==> src/sv/eip_pkg.sv <==
// shared types and constants for the ethernet / ipv4 / l4 header parser
package eip_pkg;

    localparam logic [15:0] ETHERTYPE_IPV4 = 16'h0800;
    localparam logic [15:0] ETH_HDR_BYTES  = 16'd14;
    localparam logic [15:0] IP_MIN_BYTES   = 16'd20;
    localparam logic [6:0]  TCP_MIN_BYTES  = 7'd20;
    localparam logic [6:0]  UDP_HDR_BYTES  = 7'd8;
    localparam logic [7:0]  PROTO_TCP      = 8'd6;
    localparam logic [7:0]  PROTO_UDP      = 8'd17;
    localparam logic [3:0]  IP_VERSION4    = 4'd4;
    localparam logic [15:0] COUNT_MAX      = 16'hFFFF;

    // byte positions within the frame
    localparam logic [15:0] POS_ETYPE_HI   = 16'd12;
    localparam logic [15:0] POS_ETYPE_LO   = 16'd13;
    localparam logic [15:0] POS_VER_IHL    = 16'd14;
    localparam logic [15:0] POS_TLEN_HI    = 16'd16;
    localparam logic [15:0] POS_TLEN_LO    = 16'd17;
    localparam logic [15:0] POS_PROTO      = 16'd23;
    localparam logic [15:0] POS_SRC_FIRST  = 16'd26;
    localparam logic [15:0] POS_SRC_LAST   = 16'd29;
    localparam logic [15:0] POS_DST_FIRST  = 16'd30;
    localparam logic [15:0] POS_DST_LAST   = 16'd33;
    localparam logic [6:0]  L4_BASE        = 7'd14;
    localparam logic [6:0]  L4_TCP_OFF_POS = 7'd12;

    typedef enum logic [3:0] {
        ST_TCP_OK      = 4'd0,
        ST_UDP_OK      = 4'd1,
        ST_SHORT_FRAME = 4'd2,
        ST_NOT_IP      = 4'd3,
        ST_SHORT_IP    = 4'd4,
        ST_NOT_V4      = 4'd5,
        ST_BAD_HLEN    = 4'd6,
        ST_SHORT_TCP   = 4'd7,
        ST_OTHER_PROTO = 4'd8
    } status_t;

    // fields latched over one frame
    typedef struct packed {
        logic [15:0] cap_bytes;
        logic [15:0] wire_length;
        logic [15:0] etype;
        logic [7:0]  version_ihl;
        logic [15:0] total_length;
        logic [7:0]  protocol_byte;
        logic [31:0] source_ip;
        logic [31:0] dest_ip;
        logic [15:0] first_port;
        logic [15:0] second_port;
        logic [7:0]  tcp_offset_byte;
    } frame_rec_t;

    // header checks done in the first back stage
    typedef struct packed {
        logic        early;
        status_t     early_status;
        logic [15:0] wire_ip_bytes;
        logic [15:0] iplen;
        logic [5:0]  hlen;
        logic [6:0]  l4_off;
        logic        is_tcp;
        logic        is_udp;
        logic [31:0] source_ip;
        logic [31:0] dest_ip;
        logic [15:0] first_port;
        logic [15:0] second_port;
    } hdr_info_t;

    // verdict, last member lands in the lowest bits
    typedef struct packed {
        logic [15:0] wire_ip_bytes;
        logic [15:0] payload_bytes;
        logic [6:0]  payload_offset;
        logic [15:0] datagram_bytes;
        logic [5:0]  ip_header_bytes;
        logic [15:0] dst_port;
        logic [15:0] src_port;
        logic [31:0] dst_addr;
        logic [31:0] src_addr;
        status_t     status;
    } verdict_t;

    localparam int VERDICT_W = $bits(verdict_t);
    localparam int OUT_DATA_W = ((VERDICT_W + 7) / 8) * 8;

    // queue handshake from the front
    typedef struct packed {
        logic       push;
        frame_rec_t rec;
    } push_req_t;

endpackage

==> src/sv/eip_front.sv <==
// front end: takes frame bytes, latches header fields, queues one record per frame
module eip_front (
    input  logic                clk,
    input  logic                rst_n,
    input  logic                in_valid,
    output logic                in_ready,
    input  logic [7:0]          frame_byte,
    input  logic                last_byte,
    input  logic [15:0]         wire_length,
    input  logic                q_full,
    output eip_pkg::push_req_t  push_req
);
    import eip_pkg::*;

    logic [15:0] cnt_reg, cnt_next;
    logic [15:0] et_reg, et_next;
    logic [7:0]  vi_reg, vi_next;
    logic [15:0] tl_reg, tl_next;
    logic [7:0]  proto_reg, proto_next;
    logic [31:0] src_reg, src_next;
    logic [31:0] dst_reg, dst_next;
    logic [15:0] fp_reg, fp_next;
    logic [15:0] sp_reg, sp_next;
    logic [7:0]  toff_reg, toff_next;
    logic [6:0]  l4_pos;
    logic        accept;

    assign in_ready = !q_full;
    assign accept   = in_valid && in_ready;

    always_comb
    begin
        cnt_next   = (cnt_reg == COUNT_MAX) ? cnt_reg : cnt_reg + 16'd1;
        et_next    = et_reg;
        vi_next    = vi_reg;
        tl_next    = tl_reg;
        proto_next = proto_reg;
        src_next   = src_reg;
        dst_next   = dst_reg;
        fp_next    = fp_reg;
        sp_next    = sp_reg;
        toff_next  = toff_reg;
        if (cnt_reg == POS_ETYPE_HI || cnt_reg == POS_ETYPE_LO)
        begin
            et_next = {et_reg[7:0], frame_byte};
        end
        if (cnt_reg == POS_VER_IHL)
        begin
            vi_next = frame_byte;
        end
        if (cnt_reg == POS_TLEN_HI || cnt_reg == POS_TLEN_LO)
        begin
            tl_next = {tl_reg[7:0], frame_byte};
        end
        if (cnt_reg == POS_PROTO)
        begin
            proto_next = frame_byte;
        end
        if (cnt_reg >= POS_SRC_FIRST && cnt_reg <= POS_SRC_LAST)
        begin
            src_next = {src_reg[23:0], frame_byte};
        end
        if (cnt_reg >= POS_DST_FIRST && cnt_reg <= POS_DST_LAST)
        begin
            dst_next = {dst_reg[23:0], frame_byte};
        end
        // l4 start follows the ihl, including the one arriving this cycle
        l4_pos = L4_BASE + {1'b0, vi_next[3:0], 2'b00};
        if (cnt_reg == {9'd0, l4_pos} || cnt_reg == {9'd0, l4_pos + 7'd1})
        begin
            fp_next = {fp_reg[7:0], frame_byte};
        end
        if (cnt_reg == {9'd0, l4_pos + 7'd2} || cnt_reg == {9'd0, l4_pos + 7'd3})
        begin
            sp_next = {sp_reg[7:0], frame_byte};
        end
        if (cnt_reg == {9'd0, l4_pos + L4_TCP_OFF_POS})
        begin
            toff_next = frame_byte;
        end
    end

    always_comb
    begin
        push_req.push                = accept && last_byte;
        push_req.rec.cap_bytes       = cnt_next;
        push_req.rec.wire_length     = wire_length;
        push_req.rec.etype           = et_next;
        push_req.rec.version_ihl     = vi_next;
        push_req.rec.total_length    = tl_next;
        push_req.rec.protocol_byte   = proto_next;
        push_req.rec.source_ip       = src_next;
        push_req.rec.dest_ip         = dst_next;
        push_req.rec.first_port      = fp_next;
        push_req.rec.second_port     = sp_next;
        push_req.rec.tcp_offset_byte = toff_next;
    end

    always_ff @(posedge clk or negedge rst_n)
    begin
        if (!rst_n)
        begin
            cnt_reg   <= '0;
            et_reg    <= '0;
            vi_reg    <= '0;
            tl_reg    <= '0;
            proto_reg <= '0;
            src_reg   <= '0;
            dst_reg   <= '0;
            fp_reg    <= '0;
            sp_reg    <= '0;
            toff_reg  <= '0;
        end
        else if (accept)
        begin
            if (last_byte)
            begin
                cnt_reg   <= '0;
                et_reg    <= '0;
                vi_reg    <= '0;
                tl_reg    <= '0;
                proto_reg <= '0;
                src_reg   <= '0;
                dst_reg   <= '0;
                fp_reg    <= '0;
                sp_reg    <= '0;
                toff_reg  <= '0;
            end
            else
            begin
                cnt_reg   <= cnt_next;
                et_reg    <= et_next;
                vi_reg    <= vi_next;
                tl_reg    <= tl_next;
                proto_reg <= proto_next;
                src_reg   <= src_next;
                dst_reg   <= dst_next;
                fp_reg    <= fp_next;
                sp_reg    <= sp_next;
                toff_reg  <= toff_next;
            end
        end
    end

    assert property (@(posedge clk) disable iff (!rst_n)
        (accept && last_byte) |=> (cnt_reg == '0))
        else $error("byte count not cleared after frame end");

endmodule

==> src/sv/eip_queue.sv <==
// short record queue between the front and back ends
module eip_queue #(
    parameter int DEPTH = 4
) (
    input  logic                 clk,
    input  logic                 rst_n,
    input  eip_pkg::push_req_t   push_req,
    output logic                 full,
    input  logic                 pop,
    output logic                 rec_valid,
    output eip_pkg::frame_rec_t  rec
);
    import eip_pkg::*;

    localparam int PTR_W = (DEPTH > 1) ? $clog2(DEPTH) : 1;
    localparam int CNT_W = $clog2(DEPTH + 1);

    frame_rec_t       slot_reg [DEPTH];
    logic [PTR_W-1:0] head_reg, head_next;
    logic [PTR_W-1:0] tail_reg, tail_next;
    logic [CNT_W-1:0] count_reg, count_next;
    logic             do_push;
    logic             do_pop;

    assign full      = (count_reg == CNT_W'(DEPTH));
    assign rec_valid = (count_reg != '0);
    assign rec       = slot_reg[head_reg];
    assign do_push   = push_req.push && !full;
    assign do_pop    = pop && rec_valid;

    always_comb
    begin
        head_next  = head_reg;
        tail_next  = tail_reg;
        count_next = count_reg;
        if (do_push)
        begin
            tail_next = (tail_reg == PTR_W'(DEPTH - 1)) ? '0 : tail_reg + PTR_W'(1);
        end
        if (do_pop)
        begin
            head_next = (head_reg == PTR_W'(DEPTH - 1)) ? '0 : head_reg + PTR_W'(1);
        end
        if (do_push && !do_pop)
        begin
            count_next = count_reg + CNT_W'(1);
        end
        else if (do_pop && !do_push)
        begin
            count_next = count_reg - CNT_W'(1);
        end
    end

    always_ff @(posedge clk or negedge rst_n)
    begin
        if (!rst_n)
        begin
            head_reg  <= '0;
            tail_reg  <= '0;
            count_reg <= '0;
        end
        else
        begin
            head_reg  <= head_next;
            tail_reg  <= tail_next;
            count_reg <= count_next;
        end
    end

    always_ff @(posedge clk)
    begin
        if (do_push)
        begin
            slot_reg[tail_reg] <= push_req.rec;
        end
    end

    assert property (@(posedge clk) disable iff (!rst_n)
        count_reg <= CNT_W'(DEPTH))
        else $error("queue count above depth");

    assert property (@(posedge clk) disable iff (!rst_n)
        !(push_req.push && full))
        else $error("record pushed into full queue");

    assert property (@(posedge clk) disable iff (!rst_n)
        !(pop && !rec_valid))
        else $error("record popped from empty queue");

endmodule

==> src/sv/eip_back.sv <==
// back end: two-stage verdict computation with output register
module eip_back (
    input  logic                 clk,
    input  logic                 rst_n,
    input  logic                 rec_valid,
    input  eip_pkg::frame_rec_t  rec,
    output logic                 pop,
    output logic                 out_valid,
    input  logic                 out_ready,
    output eip_pkg::verdict_t    verdict
);
    import eip_pkg::*;

    logic      a_valid_reg;
    hdr_info_t a_reg, a_next;
    logic      o_valid_reg;
    verdict_t  o_reg, o_next;
    logic      o_adv;
    logic      a_adv;
    logic [15:0] capip;
    logic [6:0]  thl;
    logic [6:0]  hlen_w;
    logic [15:0] pay_raw;

    assign o_adv     = !o_valid_reg || out_ready;
    assign a_adv     = !a_valid_reg || o_adv;
    assign pop       = rec_valid && a_adv;
    assign out_valid = o_valid_reg;
    assign verdict   = o_reg;

    // stage a: frame, ethertype and ip header checks
    always_comb
    begin
        a_next = '0;
        capip  = rec.cap_bytes - ETH_HDR_BYTES;
        hlen_w = {1'b0, rec.version_ihl[3:0], 2'b00};
        thl    = {1'b0, rec.tcp_offset_byte[7:4], 2'b00};
        if (thl < TCP_MIN_BYTES)
        begin
            thl = TCP_MIN_BYTES;
        end
        a_next.hlen        = hlen_w[5:0];
        a_next.iplen       = (rec.total_length < capip) ? rec.total_length : capip;
        a_next.is_tcp      = (rec.protocol_byte == PROTO_TCP);
        a_next.is_udp      = (rec.protocol_byte == PROTO_UDP);
        a_next.source_ip   = rec.source_ip;
        a_next.dest_ip     = rec.dest_ip;
        a_next.first_port  = rec.first_port;
        a_next.second_port = rec.second_port;
        if (a_next.is_tcp)
        begin
            a_next.l4_off = thl + hlen_w;
        end
        else if (a_next.is_udp)
        begin
            a_next.l4_off = UDP_HDR_BYTES + hlen_w;
        end
        else
        begin
            a_next.l4_off = hlen_w;
        end
        a_next.early_status = ST_TCP_OK;
        if (rec.cap_bytes < ETH_HDR_BYTES)
        begin
            a_next.early        = 1'b1;
            a_next.early_status = ST_SHORT_FRAME;
        end
        else if (rec.etype != ETHERTYPE_IPV4)
        begin
            a_next.early        = 1'b1;
            a_next.early_status = ST_NOT_IP;
        end
        else
        begin
            a_next.wire_ip_bytes = (rec.wire_length > ETH_HDR_BYTES) ?
                                   rec.wire_length - ETH_HDR_BYTES : '0;
            if (capip < IP_MIN_BYTES)
            begin
                a_next.early        = 1'b1;
                a_next.early_status = ST_SHORT_IP;
            end
            else if (rec.version_ihl[7:4] != IP_VERSION4)
            begin
                a_next.early        = 1'b1;
                a_next.early_status = ST_NOT_V4;
            end
        end
    end

    // stage b: length checks and payload size
    always_comb
    begin
        o_next               = '0;
        o_next.status        = a_reg.early_status;
        o_next.wire_ip_bytes = a_reg.wire_ip_bytes;
        pay_raw = (a_reg.iplen > {9'd0, a_reg.l4_off}) ?
                  a_reg.iplen - {9'd0, a_reg.l4_off} : '0;
        if (!a_reg.early)
        begin
            o_next.ip_header_bytes = a_reg.hlen;
            o_next.datagram_bytes  = a_reg.iplen;
            if (a_reg.iplen < {10'd0, a_reg.hlen})
            begin
                o_next.status = ST_BAD_HLEN;
            end
            else
            begin
                o_next.src_addr = a_reg.source_ip;
                o_next.dst_addr = a_reg.dest_ip;
                if (a_reg.is_tcp)
                begin
                    if (a_reg.iplen < {9'd0, {1'b0, a_reg.hlen} + TCP_MIN_BYTES})
                    begin
                        o_next.status = ST_SHORT_TCP;
                    end
                    else
                    begin
                        o_next.status         = ST_TCP_OK;
                        o_next.src_port       = a_reg.first_port;
                        o_next.dst_port       = a_reg.second_port;
                        o_next.payload_offset = a_reg.l4_off;
                        o_next.payload_bytes  = pay_raw;
                    end
                end
                else if (a_reg.is_udp)
                begin
                    o_next.status         = ST_UDP_OK;
                    o_next.src_port       = a_reg.first_port;
                    o_next.dst_port       = a_reg.second_port;
                    o_next.payload_offset = a_reg.l4_off;
                    o_next.payload_bytes  = pay_raw;
                end
                else
                begin
                    o_next.status         = ST_OTHER_PROTO;
                    o_next.payload_offset = a_reg.l4_off;
                end
            end
        end
    end

    always_ff @(posedge clk or negedge rst_n)
    begin
        if (!rst_n)
        begin
            a_valid_reg <= 1'b0;
            o_valid_reg <= 1'b0;
        end
        else
        begin
            if (a_adv)
            begin
                a_valid_reg <= rec_valid;
            end
            if (o_adv)
            begin
                o_valid_reg <= a_valid_reg;
            end
        end
    end

    always_ff @(posedge clk)
    begin
        if (pop)
        begin
            a_reg <= a_next;
        end
        if (o_adv && a_valid_reg)
        begin
            o_reg <= o_next;
        end
    end

    assert property (@(posedge clk) disable iff (!rst_n)
        o_valid_reg |-> (o_reg.status <= ST_OTHER_PROTO))
        else $error("verdict status out of range");

    assert property (@(posedge clk) disable iff (!rst_n)
        (o_valid_reg && (o_reg.status == ST_SHORT_FRAME || o_reg.status == ST_NOT_IP))
        |-> (o_reg.wire_ip_bytes == '0 && o_reg.src_addr == '0))
        else $error("non-ip verdict carries header fields");

endmodule

==> src/sv/eth_ipv4_l4_header_parser.sv <==
// top level of the ethernet / ipv4 / tcp-udp header parser
// Takes one captured frame byte per clock with no gaps needed between frames;
// the input stalls only when the record queue of QUEUE_DEPTH frames is full.
// One verdict per frame is presented after the record passes through the queue,
// which it enters at the edge that takes the last byte, then the header-check
// stage and the length-check stage into the output register; the back end
// retires one verdict per clock while the output is ready.
module eth_ipv4_l4_header_parser #(
    parameter int QUEUE_DEPTH = 4
) (
    input  logic                             clk,
    input  logic                             rst_n,
    input  logic                             s_axis_tvalid,
    output logic                             s_axis_tready,
    input  logic [23:0]                      s_axis_tdata,  // frame_byte, wire_length
    input  logic                             s_axis_tlast,
    output logic                             m_axis_tvalid,
    input  logic                             m_axis_tready,
    output logic [eip_pkg::OUT_DATA_W-1:0]   m_axis_tdata   // status, src_addr, dst_addr,
                                                            // src_port, dst_port,
                                                            // ip_header_bytes,
                                                            // datagram_bytes,
                                                            // payload_offset,
                                                            // payload_bytes, wire_ip_bytes
);
    import eip_pkg::*;

    push_req_t  push_req;
    logic       q_full;
    logic       q_pop;
    logic       q_valid;
    frame_rec_t q_rec;
    verdict_t   verdict;

    eip_front u_front (
        .clk         (clk),
        .rst_n       (rst_n),
        .in_valid    (s_axis_tvalid),
        .in_ready    (s_axis_tready),
        .frame_byte  (s_axis_tdata[7:0]),
        .last_byte   (s_axis_tlast),
        .wire_length (s_axis_tdata[23:8]),
        .q_full      (q_full),
        .push_req    (push_req)
    );

    eip_queue #(
        .DEPTH (QUEUE_DEPTH)
    ) u_queue (
        .clk       (clk),
        .rst_n     (rst_n),
        .push_req  (push_req),
        .full      (q_full),
        .pop       (q_pop),
        .rec_valid (q_valid),
        .rec       (q_rec)
    );

    eip_back u_back (
        .clk       (clk),
        .rst_n     (rst_n),
        .rec_valid (q_valid),
        .rec       (q_rec),
        .pop       (q_pop),
        .out_valid (m_axis_tvalid),
        .out_ready (m_axis_tready),
        .verdict   (verdict)
    );

    assign m_axis_tdata = {{(OUT_DATA_W - VERDICT_W){1'b0}}, verdict};

endmodule
==> config.mk <==
export PLATFORM = sky130hd
export DESIGN_NAME = eth_ipv4_l4_header_parser
export DESIGN_NICKNAME = d
export VERILOG_FILES = /design/src/sv/eip_pkg.sv /design/src/sv/eip_front.sv /design/src/sv/eip_queue.sv /design/src/sv/eip_back.sv /design/src/sv/eth_ipv4_l4_header_parser.sv
export SDC_FILE = /design/constraint.sdc
export NUM_CORES = 1
export LEC_CHECK = 0
export BUFFER_PORTS_ARGS = -buffer_cell sky130_fd_sc_hd__buf_4
export CAP_MARGIN = 20
export CORE_AREA = 2 2 358 218
export CTS_CLUSTER_DIAMETER = 150
export CTS_CLUSTER_SIZE = 28
export DETAILED_ROUTE_END_ITERATION = 8
export DIE_AREA = 0 0 360 220
export HOLD_SLACK_MARGIN = 0.08
export PLACE_DENSITY_LB_ADDON = 0.1
export SYNTH_ARGS = -nofsm -noshare
export SYNTH_HDL_FRONTEND = slang
export SYNTH_HIERARCHICAL = 1
export SYNTH_SLANG_ARGS = --single-unit
==> constraint.sdc <==
create_clock -name clk -period 27.6 [get_ports clk]
set_clock_uncertainty 0.05 [all_clocks]
set_input_delay 2.76 -clock clk [delete_from_list [all_inputs] [get_ports clk]]
set_output_delay 2.76 -clock clk [all_outputs]
set_load 0.02 [all_outputs]
==> results.sh <==
export IMPL_cts_sink_count=1193
export IMPL_setup_worst_path_class="input pin to register"
export IMPL_max_cap_violations=0
export IMPL_final_critical_path_share_of_the_clock_period_pct=23.5
export IMPL_p_leak_nw=18.4
export IMPL_largest_reg_flops=720
export IMPL_initial_core_util_pct=64.0
export IMPL_cts_reportedPaths_clkPinSlew_ns=0.11
export IMPL_route_detailed_drc=0
export IMPL_finalWorstPathRequiredPeriod_ns=6.48
export IMPL_worstReg2RegStart="u_queue/head_reg[1]"
export IMPL_grt_pass1_vias=25100
export IMPL_worstHoldStart="u_back/a_reg[127]"
export IMPL_grt_antenna_before_repair=2
export IMPL_htreeDepth=2
export IMPL_first_pass_detailed_route_iteration_total=5
export IMPL_die_area_mm2=0.0792
export IMPL_core_ar_mm2=0.0764
export IMPL_finalWirelength_mm=103
export IMPL_worst_hold_path_endpoint="u_back/verdict[145]"
export IMPL_fin_hold_ws_ns=0.385
export IMPL_critPathRequiredTime_ns=27.82
export IMPL_final_layout_size_suffix_gt1_share_pct=20.0
export IMPL_io_pins=199
export IMPL_ctsRootBufferMaster="sky130_fd_sc_hd__clkbuf_16"
export IMPL_worst_hold_path_type="register to register"
export IMPL_drt_antenna_violating_nets=0
export IMPL_clock_tree_from_tritoncts="done"
export IMPL_cp_end_kind="register"
export IMPL_worstReg2RegEnd="u_back/a_reg[131]"
export IMPL_drtIter0Drc=2826
export IMPL_cts_post_setup_buffers_inserted=0
export IMPL_syn_area_mm2=0.0489
export IMPL_syn2layout_area_growth_pct=7.24
export IMPL_cts_made_buffers=48
export IMPL_grt_util_all_layers_pct=26.2
export IMPL_r2r_slack_ns=22.17
export IMPL_clk_insertion_delay_late_ns=0.65
export IMPL_timing_worst_slew_pin_value_ns=1.26
export IMPL_via_count=25700
export IMPL_floorplan_rows=79
export IMPL_arrival_ns=6.71
export IMPL_post_synth_inst_count=2893
export IMPL_cts_hold_repair_buffers=0
export IMPL_timing_slew_headroom_pct=15.7
export IMPL_place_gp_congestion=0.856
export IMPL_clock_tree_buffer_depth=3
export IMPL_setup_worst_path_start_class="input pin"
export IMPL_die_span_y_um=220
export IMPL_grt_first_pass_wirelength_mm=155
export IMPL_timing_max_transition_violations_final=0
export IMPL_power_ir_vdd_worst_mv=0.143
export IMPL_fmaxAchievable_ghz=0.154
export IMPL_route_detailed_vias_per_inst=6.35
export IMPL_timing_setup_tns_ns=0
export IMPL_syn_avg_cell_area_um2=16.9
export IMPL_reg2regPathDepth=8
export IMPL_die_x_extent_um=360
export IMPL_io_buffers=187
export IMPL_rsz0062_at_grt="no"
export IMPL_ys_warnings_count=6
export IMPL_setup_viol_count_final=0
export IMPL_timing_final_hold_violations=0
export IMPL_finalNetCount=3066
export IMPL_status="completed"
export IMPL_min_delay_path_depth=0
export IMPL_critPathMaxFanout=71
export IMPL_cellPowerDensity_mw_per_mm2=89.7
export IMPL_detailedPlacementHpwl_mm=63.2
export IMPL_wl_per_cell_um=25.4
export IMPL_grt_max_degree=148
export IMPL_cts_repair_resized=0
export IMPL_grt_remaining_overflow=0
export IMPL_design_power_total_w=0.00470
==> worst max-delay path by stage <==
stage / start / end / slack, ns / depth (start not counted)
floorplan: m_axis_tready / u_queue/count_reg[1] / 11.68 / 7
global placement: s_axis_tlast / u_queue/slot_reg[1][115] / 20.59 / 7
detailed placement: s_axis_tvalid / u_queue/slot_reg[1][101] / 20.44 / 7
CTS: s_axis_tlast / u_queue/slot_reg[1][78] / 21.16 / 7
global route: s_axis_tlast / u_queue/slot_reg[1][99] / 20.86 / 7
finish: s_axis_tlast / u_queue/slot_reg[1][78] / 21.12 / 7
==> cells in the final DEF (no fill, tap or decap), types with 17 or more instances in the layout <==
master,count
sky130_fd_sc_hd__mux2_2,102
sky130_fd_sc_hd__mux2i_1,31
sky130_fd_sc_hd__nor4_1,22
sky130_fd_sc_hd__a22o_1,27
sky130_fd_sc_hd__a21oi_1,31
sky130_fd_sc_hd__nor2b_1,23
sky130_fd_sc_hd__dfrtp_1,171
sky130_fd_sc_hd__buf_4,213
sky130_fd_sc_hd__nor2_1,76
sky130_fd_sc_hd__inv_1,71
sky130_fd_sc_hd__a22oi_1,87
sky130_fd_sc_hd__nand2_1,212
sky130_fd_sc_hd__xor2_1,20
sky130_fd_sc_hd__nand3_1,38
sky130_fd_sc_hd__nor3_1,30
sky130_fd_sc_hd__and2_1,99
sky130_fd_sc_hd__o311ai_0,27
sky130_fd_sc_hd__o21ai_0,169
sky130_fd_sc_hd__mux4_2,180
sky130_fd_sc_hd__ha_1,47
sky130_fd_sc_hd__edfxtp_1,1020
sky130_fd_sc_hd__xnor2_1,35
sky130_fd_sc_hd__o211ai_1,17
sky130_fd_sc_hd__clkbuf_16,48
sky130_fd_sc_hd__clkbuf_1,38
==> power by group <==
group | switching [W] | leakage [nW] | total, W | internal, W
Sequential | 0.000158 | 12.1 | 0.00252 | 0.00237
Combinational | 0.000779 | 5.66 | 0.00132 | 0.000542
Clock | 0.000518 | 0.655 | 0.000856 | 0.000338
Total | 0.00146 | 18.4 | 0.00470 | 0.00325
==> metrics by stage <==
step / utilization [%] / instance area, um2 / setup WS [ns] / instances
3_3_place_gp: 66.7 / 50900 / 20.59 / 3944
5_1_grt: 68.6 / 52400 / 20.86 / 4038
2_1_floorplan: - / 48900 / 11.68 / 2902
3_5_place_dp: 66.7 / 51000 / 20.44 / 3946
4_1_cts: 68.5 / 52400 / 21.16 / 4035
6_report: 68.6 / 52400 / 21.12 / 4039
==> critical path, stage by stage <==
cell and delay [ns]:
sky130_fd_sc_hd__buf_4 0.22, sky130_fd_sc_hd__clkinv_1 0.26, sky130_fd_sc_hd__nor2_1 0.19, sky130_fd_sc_hd__nor2b_1 0.46, sky130_fd_sc_hd__and2_4 0.95, sky130_fd_sc_hd__buf_4 0.78, sky130_fd_sc_hd__buf_4 0.93
==> cell type report <==
class	instances	area, um2
Clock inverter	3	41.3
Timing Repair Buffer	225	1820
Tap cell	1012	1270
Clock buffer	86	1340
Antenna cell	1	2.50
Inverter	74	278
Sequential cell	1193	35000
Multi-Input combinational cell	1445	12700
Fill cell	4945	24000
==> layer usage <==
layer / vias to the layer above / track usage, % / wire length [um]
met2: 920 / 39.5 / 47000
met3: 82 / 5.85 / 8960
li1: 11300 / - / -
met5: - / 0 / 0
met4: 0 / 4.45 / 1330
met1: 13300 / 40.3 / 45500
Note: power is estimated with default switching activity, not from simulation.
